**config.mk**
```make
export PLATFORM = sky130hd
export DESIGN_NAME = newton_square_root
export DESIGN_NICKNAME = d
export VERILOG_FILES = /design/src/hw/rtl/nsr_pkg.sv /design/src/hw/rtl/nsr_divider.sv /design/src/hw/rtl/newton_square_root.sv
export SDC_FILE = /design/constraint.sdc
export NUM_CORES = 1
export LEC_CHECK = 0
export BUFFER_PORTS_ARGS = -buffer_cell sky130_fd_sc_hd__buf_2
export CORE_ASPECT_RATIO = 0.8
export CORE_MARGIN = 8
export CORE_UTILIZATION = 45
export DETAILED_ROUTE_END_ITERATION = 10
export SETUP_SLACK_MARGIN = 0.2
export SYNTH_ARGS = -nofsm -noshare
export SYNTH_HDL_FRONTEND = slang
export SYNTH_SLANG_ARGS = --single-unit
export TNS_END_PERCENT = 50
```
**constraint.sdc**
```tcl
create_clock -name clock -period 8.05 [get_ports clock]
set_input_delay 1.2075 -clock clock [delete_from_list [all_inputs] [get_ports clock]]
set_output_delay 1.2075 -clock clock [all_outputs]
set_load 0.01 [all_outputs]
```
**src/hw/rtl/nsr_pkg.sv**
```systemverilog
`timescale 1ns / 1ps
`default_nettype none
// ----------------------------------------------------------------------------
// nsr_pkg
// Shared types and constants for the Newton square root block.
// ----------------------------------------------------------------------------
package nsr_pkg;

   localparam int TOL_WIDTH   = 16;
   localparam int CAP_WIDTH   = 7;
   localparam int CSR_WIDTH   = 16;
   localparam int INDEX_WIDTH = 1;

   typedef logic [INDEX_WIDTH-1:0] csr_index_type;

   localparam csr_index_type CSR_TOLERANCE     = 1'b0;
   localparam csr_index_type CSR_ITERATION_CAP = 1'b1;

   localparam logic [TOL_WIDTH-1:0] TOLERANCE_RESET     = 16'd7;
   localparam logic [CAP_WIDTH-1:0] ITERATION_CAP_RESET = 7'd32;

   typedef enum logic [2:0] {
      ST_IDLE,
      ST_DIVIDE,
      ST_UPDATE,
      ST_CHECK,
      ST_FINISH
   } nsr_state_type;

endpackage
`default_nettype wire

```
**src/hw/rtl/nsr_divider.sv**
```systemverilog
`timescale 1ns / 1ps
`default_nettype none
// ----------------------------------------------------------------------------
// nsr_divider
// Restoring radix-2 divider: (num << FRACTION_BITS) / den, one quotient bit
// per cycle, saturating to all ones when the quotient overflows.
// ----------------------------------------------------------------------------
module nsr_divider #(
   parameter int VALUE_WIDTH   = 32,
   parameter int FRACTION_BITS = 16
) (
   input  wire logic                   clock,
   input  wire logic                   reset,
   input  wire logic                   start,
   input  wire logic [VALUE_WIDTH-1:0] numerator,
   input  wire logic [VALUE_WIDTH-1:0] denominator,
   output logic                        done,
   output logic [VALUE_WIDTH-1:0]      quotient
);

   localparam int STEPS       = VALUE_WIDTH + FRACTION_BITS;
   localparam int COUNT_WIDTH = $clog2(STEPS + 1);

   logic [VALUE_WIDTH:0]       rem_ff, rem_in;
   logic [VALUE_WIDTH-1:0]     quot_ff, quot_in;
   logic [VALUE_WIDTH-1:0]     num_ff, num_in;
   logic [VALUE_WIDTH-1:0]     den_ff, den_in;
   logic                       over_ff, over_in;
   logic [COUNT_WIDTH-1:0]     count_ff, count_in;
   logic                       busy_ff, busy_in;
   logic                       done_ff, done_in;

   logic [VALUE_WIDTH:0]       rem_shift;
   logic                       fits;

   // Numerator bits shift out at the top; zeros fill in for the fraction bits.
   assign rem_shift = {rem_ff[VALUE_WIDTH-1:0], num_ff[VALUE_WIDTH-1]};
   assign fits      = rem_shift >= {1'b0, den_ff};

   always_comb begin
      rem_in   = rem_ff;
      quot_in  = quot_ff;
      num_in   = num_ff;
      den_in   = den_ff;
      over_in  = over_ff;
      count_in = count_ff;
      busy_in  = busy_ff;
      done_in  = 1'b0;
      if (start) begin
         rem_in   = '0;
         quot_in  = '0;
         num_in   = numerator;
         den_in   = denominator;
         over_in  = 1'b0;
         count_in = COUNT_WIDTH'(STEPS);
         busy_in  = 1'b1;
      end else if (busy_ff) begin
         rem_in   = fits ? rem_shift - {1'b0, den_ff} : rem_shift;
         quot_in  = {quot_ff[VALUE_WIDTH-2:0], fits};
         // a one leaving the top means the quotient does not fit
         over_in  = over_ff | quot_ff[VALUE_WIDTH-1];
         num_in   = {num_ff[VALUE_WIDTH-2:0], 1'b0};
         count_in = count_ff - 1'b1;
         if (count_ff == COUNT_WIDTH'(1)) begin
            busy_in = 1'b0;
            done_in = 1'b1;
         end
      end
   end

   always_ff @(posedge clock) begin
      rem_ff   <= rem_in;
      quot_ff  <= quot_in;
      num_ff   <= num_in;
      den_ff   <= den_in;
      over_ff  <= over_in;
      count_ff <= count_in;
      if (reset) begin
         busy_ff <= 1'b0;
         done_ff <= 1'b0;
      end else begin
         busy_ff <= busy_in;
         done_ff <= done_in;
      end
   end

   assign done     = done_ff;
   assign quotient = over_ff ? '1 : quot_ff;

endmodule
`default_nettype wire

```
**src/hw/rtl/newton_square_root.sv**
```systemverilog
`timescale 1ns / 1ps
`default_nettype none
// Rounds: each Newton round runs one serial divide of the radicand by the guess at
//   Q16.16 by default, then the ST_UPDATE and ST_CHECK states.
// Throughput: one request at a time; the next is taken once the result is
//   registered, while that result may still wait on the output.
// Reset: synchronous, active high; restores tolerance 7 and iteration cap 32.
// ----------------------------------------------------------------------------
// newton_square_root
// Fixed-point square root by Heron iteration over a shared serial divider.
// ----------------------------------------------------------------------------
module newton_square_root #(
   parameter int FRACTION_BITS = 16,
   parameter int VALUE_WIDTH   = 32
) (
   input  wire logic                          clock,
   input  wire logic                          reset,
   input  wire logic                          csr_write_enable,
   input  wire nsr_pkg::csr_index_type        csr_index,
   input  wire logic [nsr_pkg::CSR_WIDTH-1:0] csr_write_data,
   input  wire logic                          req_valid,
   output logic                               req_stall,
   input  wire logic [VALUE_WIDTH-1:0]        req_radicand,
   output logic                               rsp_valid,
   input  wire logic                          rsp_stall,
   output logic [VALUE_WIDTH-1:0]             rsp_root,
   output logic [nsr_pkg::CAP_WIDTH-1:0]      rsp_rounds_used,
   output logic                               rsp_cap_reached
);

   localparam logic [VALUE_WIDTH-1:0] ONE_FIXED = VALUE_WIDTH'(1) << FRACTION_BITS;

   nsr_pkg::nsr_state_type              state_ff, state_in;
   logic [nsr_pkg::TOL_WIDTH-1:0]       tolerance_ff, tolerance_in;
   logic [nsr_pkg::CAP_WIDTH-1:0]       cap_ff, cap_in;
   logic [VALUE_WIDTH-1:0]              rad_ff, rad_in;
   logic [VALUE_WIDTH-1:0]              guess_ff, guess_in;
   logic [VALUE_WIDTH-1:0]              quot_hold_ff, quot_hold_in;
   logic [nsr_pkg::CAP_WIDTH-1:0]       rounds_ff, rounds_in;
   logic                                err_over_ff, err_over_in;
   logic                                rsp_valid_ff, rsp_valid_in;
   logic [VALUE_WIDTH-1:0]              rsp_root_ff, rsp_root_in;
   logic [nsr_pkg::CAP_WIDTH-1:0]       rsp_rounds_ff, rsp_rounds_in;
   logic                                rsp_cap_ff, rsp_cap_in;

   logic                                out_free;
   logic                                div_start;
   logic [VALUE_WIDTH-1:0]              div_num;
   logic [VALUE_WIDTH-1:0]              div_den;
   logic                                div_done;
   logic [VALUE_WIDTH-1:0]              div_quot;
   logic [VALUE_WIDTH:0]                sum;
   logic [VALUE_WIDTH-1:0]              err;
   logic [nsr_pkg::CAP_WIDTH-1:0]       cap_eff;

   nsr_divider #(
      .VALUE_WIDTH   (VALUE_WIDTH),
      .FRACTION_BITS (FRACTION_BITS)
   ) u_divider (
      .clock       (clock),
      .reset       (reset),
      .start       (div_start),
      .numerator   (div_num),
      .denominator (div_den),
      .done        (div_done),
      .quotient    (div_quot)
   );

   assign out_free   = !rsp_valid_ff || !rsp_stall;
   assign sum        = {1'b0, div_quot} + {1'b0, guess_ff};
   // guess_ff holds the new mean here, quot_hold_ff the quotient it came from
   assign err        = (guess_ff >= quot_hold_ff) ? guess_ff - quot_hold_ff
                                                  : quot_hold_ff - guess_ff;
   assign cap_eff    = (cap_ff == '0) ? nsr_pkg::CAP_WIDTH'(1) : cap_ff;

   // configuration registers
   always_comb begin
      tolerance_in = tolerance_ff;
      cap_in       = cap_ff;
      if (csr_write_enable) begin
         unique case (csr_index)
            nsr_pkg::CSR_TOLERANCE:     tolerance_in = csr_write_data;
            nsr_pkg::CSR_ITERATION_CAP: cap_in = csr_write_data[nsr_pkg::CAP_WIDTH-1:0];
            default: ;
         endcase
      end
   end

   // sequencer
   always_comb begin
      state_in      = state_ff;
      rad_in        = rad_ff;
      guess_in      = guess_ff;
      quot_hold_in  = quot_hold_ff;
      rounds_in     = rounds_ff;
      err_over_in   = err_over_ff;
      rsp_valid_in  = rsp_valid_ff && rsp_stall;
      rsp_root_in   = rsp_root_ff;
      rsp_rounds_in = rsp_rounds_ff;
      rsp_cap_in    = rsp_cap_ff;
      req_stall     = 1'b1;
      div_start     = 1'b0;
      div_num       = rad_ff;
      div_den       = guess_ff;
      unique case (state_ff)
         nsr_pkg::ST_IDLE: begin
            req_stall = 1'b0;
            div_num   = req_radicand;
            div_den   = ONE_FIXED;
            if (req_valid) begin
               div_start = 1'b1;
               rad_in    = req_radicand;
               guess_in  = ONE_FIXED;
               rounds_in = '0;
               state_in  = nsr_pkg::ST_DIVIDE;
            end
         end
         nsr_pkg::ST_DIVIDE: begin
            if (div_done) begin
               state_in = nsr_pkg::ST_UPDATE;
            end
         end
         nsr_pkg::ST_UPDATE: begin
            guess_in     = sum[VALUE_WIDTH:1];
            quot_hold_in = div_quot;
            rounds_in    = rounds_ff + 1'b1;
            state_in     = nsr_pkg::ST_CHECK;
         end
         nsr_pkg::ST_CHECK: begin
            err_over_in = err > VALUE_WIDTH'(tolerance_ff);
            if (err_over_in && rounds_ff < cap_eff) begin
               div_start = 1'b1;
               state_in  = nsr_pkg::ST_DIVIDE;
            end else begin
               state_in = nsr_pkg::ST_FINISH;
            end
         end
         nsr_pkg::ST_FINISH: begin
            if (out_free) begin
               rsp_valid_in  = 1'b1;
               rsp_root_in   = guess_ff;
               rsp_rounds_in = rounds_ff;
               rsp_cap_in    = err_over_ff;
               state_in      = nsr_pkg::ST_IDLE;
            end
         end
         default: state_in = nsr_pkg::ST_IDLE;
      endcase
   end

   always_ff @(posedge clock) begin
      rad_ff        <= rad_in;
      guess_ff      <= guess_in;
      quot_hold_ff  <= quot_hold_in;
      rounds_ff     <= rounds_in;
      err_over_ff   <= err_over_in;
      rsp_root_ff   <= rsp_root_in;
      rsp_rounds_ff <= rsp_rounds_in;
      rsp_cap_ff    <= rsp_cap_in;
      if (reset) begin
         state_ff     <= nsr_pkg::ST_IDLE;
         tolerance_ff <= nsr_pkg::TOLERANCE_RESET;
         cap_ff       <= nsr_pkg::ITERATION_CAP_RESET;
         rsp_valid_ff <= 1'b0;
      end else begin
         state_ff     <= state_in;
         tolerance_ff <= tolerance_in;
         cap_ff       <= cap_in;
         rsp_valid_ff <= rsp_valid_in;
      end
   end

   assign rsp_valid       = rsp_valid_ff;
   assign rsp_root        = rsp_root_ff;
   assign rsp_rounds_used = rsp_rounds_ff;
   assign rsp_cap_reached = rsp_cap_ff;

endmodule
`default_nettype wire

```
Word level (Yosys, flattened, before mapping)
Cells that the tools add are included.
{"block": "totals", "ff_bits": 308, "out_inout_bits": 42, "elab_cells": 83}
{"block": "op_classes", "addsub": 6, "magnitude_cmp": 4, "n_eq_ne": 8, "muxes": 26, "bitwise_logic": 3, "reduce_logical": 16}
{"cell": "32-bit two-way mux", "count": 7}
{"cell": "32-bit subtractor", "count": 3}
{"cell": "32-bit one-hot mux with 2 select lines", "count": 1}
{"cell": "32-bit by 32-bit adder with 33-bit output", "count": 1}
{"cell": "33-bit by 32-bit greater-or-equal comparator with 1-bit output", "count": 1}
{"cell": "32-bit greater-or-equal comparator", "count": 1}
{"cell": "32-bit by 16-bit greater-than comparator with 1-bit output", "count": 1}
{"cell": "3-bit one-hot mux with 5 select lines", "count": 1}
{"cell": "7-bit two-way mux", "count": 2}
{"cell": "7-bit one-hot mux with 2 select lines", "count": 1}
{"cell": "3-bit two-way mux", "count": 4}
{"cell": "2-bit AND reduction", "count": 5}
{"cell": "1-bit two-way mux", "count": 9}
{"cell": "7-bit by 1-bit adder with 7-bit output (second input constant)", "count": 1}
{"cell": "7-bit logical NOT", "count": 1}
{"cell": "7-bit less-than comparator", "count": 1}
{"cell": "3-bit by 2-bit equality test with 1-bit output (second input constant)", "count": 2}
{"cell": "6-bit by 1-bit equality test with 1-bit output (second input constant)", "count": 1}
{"cell": "6-bit by 1-bit subtractor with 6-bit output (second input constant)", "count": 1}
{"cell": "2-bit != test (second input constant)", "count": 2}
{"cell": "2-bit nonzero test", "count": 2}
{"cell": "3-bit by 1-bit equality test with 1-bit output (second input constant)", "count": 1}
{"cell": "3-bit equality test (second input constant)", "count": 1}
{"cell": "3-bit logical NOT", "count": 1}
{"cell": "other kinds (9)", "count": 12}

Depth between registers and ports, before layout
{"block": "depth", "depth_word": 7, "ltp_mapped": 32, "mapped_depth_nobuf": 28}

By module
From an unflattened synthesis, not the netlist that was laid out.
{"block": "unflattened", "hier_cells": 1979, "area_unflattened_um2": 19263.5}
{"module": "newton_square_root", "n_inst": 1, "cells_per_inst": 1251, "area_per_inst_um2": 11905.2, "seq_area_each_um2": 4864.7}
{"module": "nsr_divider", "n_inst": 1, "cells_per_inst": 728, "area_per_inst_um2": 7358.3, "seq_area_each_um2": 3383.2}

Worst setup path before layout
Ideal clock, no wire load.
{"block": "synth_timing", "path_type": "register to register", "start": "reg guess_ff[14]", "end": "reg u_divider.num_ff[0] (enable)", "setup_ns": 0.407, "arrival_ns": 6.035, "t_required_ns": 7.643, "slack_ns": 1.608, "stages_incl_launch_ff": 27, "path_buffers": 3, "period_less_slack_ns": 6.442, "path_cell_list": "edfxtp_1 -> inv_1 -> ha_1 -> buf_2 -> nand2_1 -> nor2_1 -> a21oi_1 -> or3_1 -> a31o_2 -> nand2_1 -> buf_2 -> mux2_2 -> a311oi_1 -> o22ai_1 -> and2_1 -> a21oi_1 -> xnor2_1 -> ha_1 -> nand4_1 -> or4_1 -> o21ai_0 -> o221a_2 -> nand4_1 -> nor3_4 -> o31ai_2 -> buf_2 -> or2_1"}
{"block": "synth_between", "elab_chain_len": 7}
{"element": "start, declared", "line_no": "newton_square_root.sv:37", "rtl": "logic [VALUE_WIDTH-1:0] guess_ff, guess_in;"}
{"element": "start signal, assigned", "line_no": "newton_square_root.sv:153", "rtl": "guess_ff <= guess_in;"}
{"element": "32-bit subtractor, or another cell as far along", "line_no": "newton_square_root.sv:73", "rtl": ": quot_hold_ff - guess_ff;"}
{"element": "32-bit two-way mux (*)", "line_no": "newton_square_root.sv:72", "rtl": "assign err = (guess_ff >= quot_hold_ff) ? guess_ff - quot_hold_ff"}
{"element": "32-bit by 16-bit greater-than comparator with 1-bit output (*)", "line_no": "newton_square_root.sv:130", "rtl": "err_over_in = err > VALUE_WIDTH'(tolerance_ff);"}
{"element": "1-bit logical AND (*)", "line_no": "newton_square_root.sv:131", "rtl": "if (err_over_in && rounds_ff < cap_eff) begin"}
{"element": "1-bit two-way mux (*)", "line_no": "newton_square_root.sv:131"}
{"element": "1-bit one-hot mux with 2 select lines (*)", "line_no": "newton_square_root.sv:105", "rtl": "unique case (state_ff)"}
{"element": "2-bit nonzero test (no source line) (*)"}
{"element": "end signal, assigned", "line_no": "nsr_divider.sv:74", "rtl": "num_ff <= num_in;"}
{"element": "end, declared", "line_no": "nsr_divider.sv:26", "rtl": "logic [VALUE_WIDTH-1:0] num_ff, num_in;"}
Every way passes the cells marked *; elsewhere a longest branch is shown, timed or not.
A chain may end at the register's enable or synchronous reset.

Worst setup path in the final report
{"block": "layout_timing", "start": "reg guess_ff[0]", "end": "reg u_divider.num_ff[12], data pin"}
{"block": "layout_between", "elab_chain_len": 7}
{"element": "32-bit subtractor, or another cell as far along", "line_no": "newton_square_root.sv:73"}
{"element": "32-bit two-way mux (*)", "line_no": "newton_square_root.sv:72"}
{"element": "32-bit by 16-bit greater-than comparator with 1-bit output (*)", "line_no": "newton_square_root.sv:130"}
{"element": "1-bit logical AND (*)", "line_no": "newton_square_root.sv:131"}
{"element": "1-bit two-way mux (*)", "line_no": "newton_square_root.sv:131"}
{"element": "1-bit one-hot mux with 2 select lines (*)", "line_no": "newton_square_root.sv:105"}
{"element": "32-bit two-way mux (*)", "line_no": "nsr_divider.sv:49", "rtl": "if (start) begin"}
{"element": "via u_divider.num_in[12]", "line_no": "nsr_divider.sv:26"}
The timed path passes the listed nets; every way through them passes the cells marked *.

==> impl_metrics.py <==
metrics = {
    "final_layout": {
        "fillers": 3834,
        "area_growth_pct": 10.5,
        "final_common_cell": "nand2_1",
        "layout_common_cells": "nand2_1, edfxtp_1, nor2_1, ha_1, inv_1",
        "drive_above_1_share": 0.107,
        "design_area_sq_um": 21100,
        "n_antenna_cell": 0,
        "layout.nets": 2284,
        "register_area_sq_um": 8250,
        "multi_input_area_sq_um": 9920,
        "final_util": 0.504,
    },
    "setup_path": {
        "critPathMaxFanout": 40,
        "startpoint_type": "flip-flop",
        "end_kind": "flip-flop",
        "ff2ff_setup_slack_ns": 1.17,
        "cp.required_ns": 8.33,
        "crit_end": "u_divider.num_ff[12]",
        "worstReg2RegStart": "guess_ff[0]",
        "criticalPathCategory": "flip-flop to flip-flop",
        "regToRegEndpoint": "u_divider.num_ff[12]",
        "arrival_ns": 7.16,
        "crit_start": "guess_ff[0]",
        "reg2reg_depth": 27,
    },
    "hold_path": {
        "hold_class": "flip-flop to flip-flop",
    },
    "sta": {
        "fin_tns_setup_ns": 0,
        "worst_pin_slew_ns": 1.06,
        "finalWorstSetupSlack_ns": 1.17,
        "slew_violations": 0,
        "hold_violations": 0,
        "rsz0062_at_grt": "no",
        "finalSetupViolations": 0,
        "skew_ns": 0.0194,
        "fin_crit_sh": 0.855,
        "min_period_ns": 6.88,
        "hold_slack_ns": 0.438,
        "fmax_mhz": 145,
        "relSlewSlack": 0.295,
    },
    "global_route": {
        "antenna_found_initial": 0,
        "grt_max_degree": 95,
        "grt-ovfl-total": 0,
        "grt_pass1_vias": 14600,
        "grt_pass1_wl_um": 80200,
        "grt_use_total": 0.198,
    },
    "placement": {
        "dpl_cell_area_sq_um": 20000,
        "place.gp.congestion": 0.923,
        "io_buffers": 95,
        "pre_cts_ws_ns": 1.34,
        "dpl.hpwl_um": 37100,
    },
    "floorplanning": {
        "initial_utilization": 0.456,
        "chipWidth_um": 246,
        "core_sq_um": 41800,
        "ios": 96,
        "dieArea_sq_um": 49300,
        "die_h_um": 200,
        "rows": 67,
    },
    "detailed_routing": {
        "ant_nets": 0,
        "drt-total-wl_um": 50200,
        "first_pass_iters": 5,
        "vias_per_cell": 5.60,
        "wl_per_cell_um": 18.9,
        "drtIter0Drc": 1070,
        "vias": 14900,
        "drc": 0,
    },
    "clock_network": {
        "cts_tree": "built",
        "clock_path_buffers": 3,
        "ctsRootBufferMaster": "clkbuf_16",
        "postCtsHoldBufs": 0,
        "h-tree-depth": 2,
        "clk_pin_slew_ns": 0.06,
        "post-cts-setup-buffers": 0,
        "clock_latency_ns": 0.53,
        "cts-buffers-inserted": 35,
        "cts_sinks": 308,
        "ctsResizeCount": 0,
    },
    "run": {
        "drv_cap": 0,
    },
    "power_and_ir_drop": {
        "intPower_mw": 2.91,
        "p_leak_nw": 8.94,
        "power_switching_mw": 1.13,
        "p_comb_frac": 0.175,
        "switching_share": 0.280,
        "p_seq_frac": 0.457,
        "p_per_area_nw_per_um2": 192,
        "max-vdd-ir-drop_v": 0.000118,
        "clkPwrFrac": 0.368,
    },
    "synthesis": {
        "synth_edf_count": 208,
        "async_flop_share": 0,
        "synthesis.area_sq_um": 19100,
        "synth_seq_cells": 308,
        "yosysWarnings": 0,
        "synth.distinct_cells": 78,
        "synthesis.nets": 2226,
        "synth_ff_type": "edfxtp_1",
        "ys_seq_area_frac": 0.432,
        "syn_area_per_cell_sq_um": 9.46,
        "syn_inst": 2017,
    },
    "outcome": {
        "status": "finished, final reports clean",
    },
}
[layout make-up]
type                       instances  area share
multi-input combinational       1472       0.470
timing repair buffer             113      0.0301
clock buffer                      49      0.0459
clock inverter                    15     0.00368
sequential                       308       0.391
tap                              552      0.0327
inverter                         145      0.0258
[state kept, by name (all words and copies together) (netlist names), 3 cells and up]
name                cells
quot_hold_ff           32
u_divider.quot_ff      32
tolerance_ff           16
u_divider.num_ff       32
cap_ff                  7
rsp_root               32
u_divider.den_ff       32
rsp_rounds_used         7
guess_ff               32
u_divider.rem_ff       32
rad_ff                 32
u_divider.count_ff      6
state_ff                3
rounds_ff               7
[metrics by stage]
| stage | power (mW) | cells |
|---|---|---|
| 6_report | 4.04 | 2654 |
| 5_1_grt | 4.24 | 2654 |
| 4_1_cts | 4.09 | 2654 |
| 3_5_place_dp | 2.58 | 2590 |
| 3_3_place_gp | 2.57 | 2590 |
| 2_1_floorplan | 2.40 | 2017 |
[cell families after synthesis]
family	synth area share
buf+inv	0.0493
simple gates	0.156
mux	0.0384
xor+xnor	0.0395
flops	0.432
fa+ha+maj	0.103
compound gates	0.181
[synth_stat cells (all sizes together), types with 31 or more instances]
master | n | area (sq um)
xor2 | 34 | 298
nand3 | 31 | 155
nor2 | 207 | 780
a21o | 64 | 480
o21ai | 105 | 526
dfxtp | 100 | 2000
clkbuf | 52 | 195
or2 | 41 | 256
mux2i | 72 | 721
inv | 145 | 544
edfxtp | 208 | 6250
buf | 40 | 200
o221a | 32 | 360
ha | 151 | 1890
a21oi | 140 | 701
nand2 | 219 | 827
xnor2 | 52 | 455
[how the worst min path moves through the flow]
| stage | to | from | depth (start not counted) | slack (ns) |
|---|---|---|---|---|
| floorplan | rsp_cap_reached | err_over_ff | 0 | 0.40 |
| global placement | rsp_cap_reached | err_over_ff | 0 | 0.43 |
| detailed placement | rsp_cap_reached | err_over_ff | 0 | 0.43 |
| CTS | rsp_cap_reached | err_over_ff | 0 | 0.45 |
| global route | rsp_cap_reached | err_over_ff | 0 | 0.45 |
| finish | rsp_cap_reached | err_over_ff | 0 | 0.44 |
[routing by layer]
metal / track usage / share of wire / vias up
li1: - / - / 7364
met1: 0.292 / 0.50 / 7104
met2: 0.304 / 0.44 / 341
met3: 0.0327 / 0.053 / 52
met4: 0.0380 / 0.015 / 0
met5: 0 / 0 / -
[power groups by stage]
| stage | Clock [mW] | Combinational, mW | Sequential (mW) |
|---|---|---|---|
| 3_5_place_dp | 0 | 0.700 | 1.88 |
| 6_report | 1.49 | 0.706 | 1.85 |
| 2_1_floorplan | 0 | 0.550 | 1.85 |
| 4_1_cts | 1.53 | 0.706 | 1.85 |
| 5_1_grt | 1.59 | 0.793 | 1.86 |
| 3_3_place_gp | 0 | 0.690 | 1.88 |
[worst max-delay path: stages (launching register included)]
cell and delay, ns:
edfxtp_1 0.44, inv_1 0.11, ha_1 0.20, inv_1 0.07, fa_1 0.38, a21o_1 0.22
a21oi_1 0.35, o2111ai_1 0.19, nand3_1 0.15, a31oi_1 0.12, nor2_1 0.70, buf_12 0.24
nor2_1 0.06, a311oi_1 0.33, o22ai_1 0.12, and2_1 0.17, a21oi_1 0.17, xnor2_1 0.13
ha_1 0.33, nand4_1 0.14, or4_1 0.54, o21ai_0 0.10, o221a_2 0.20, nand4_1 0.15
nor3_4 0.26, o31ai_4 0.12, buf_4 0.29, o221a_1 0.31
(Power assumes the default switching activity.)
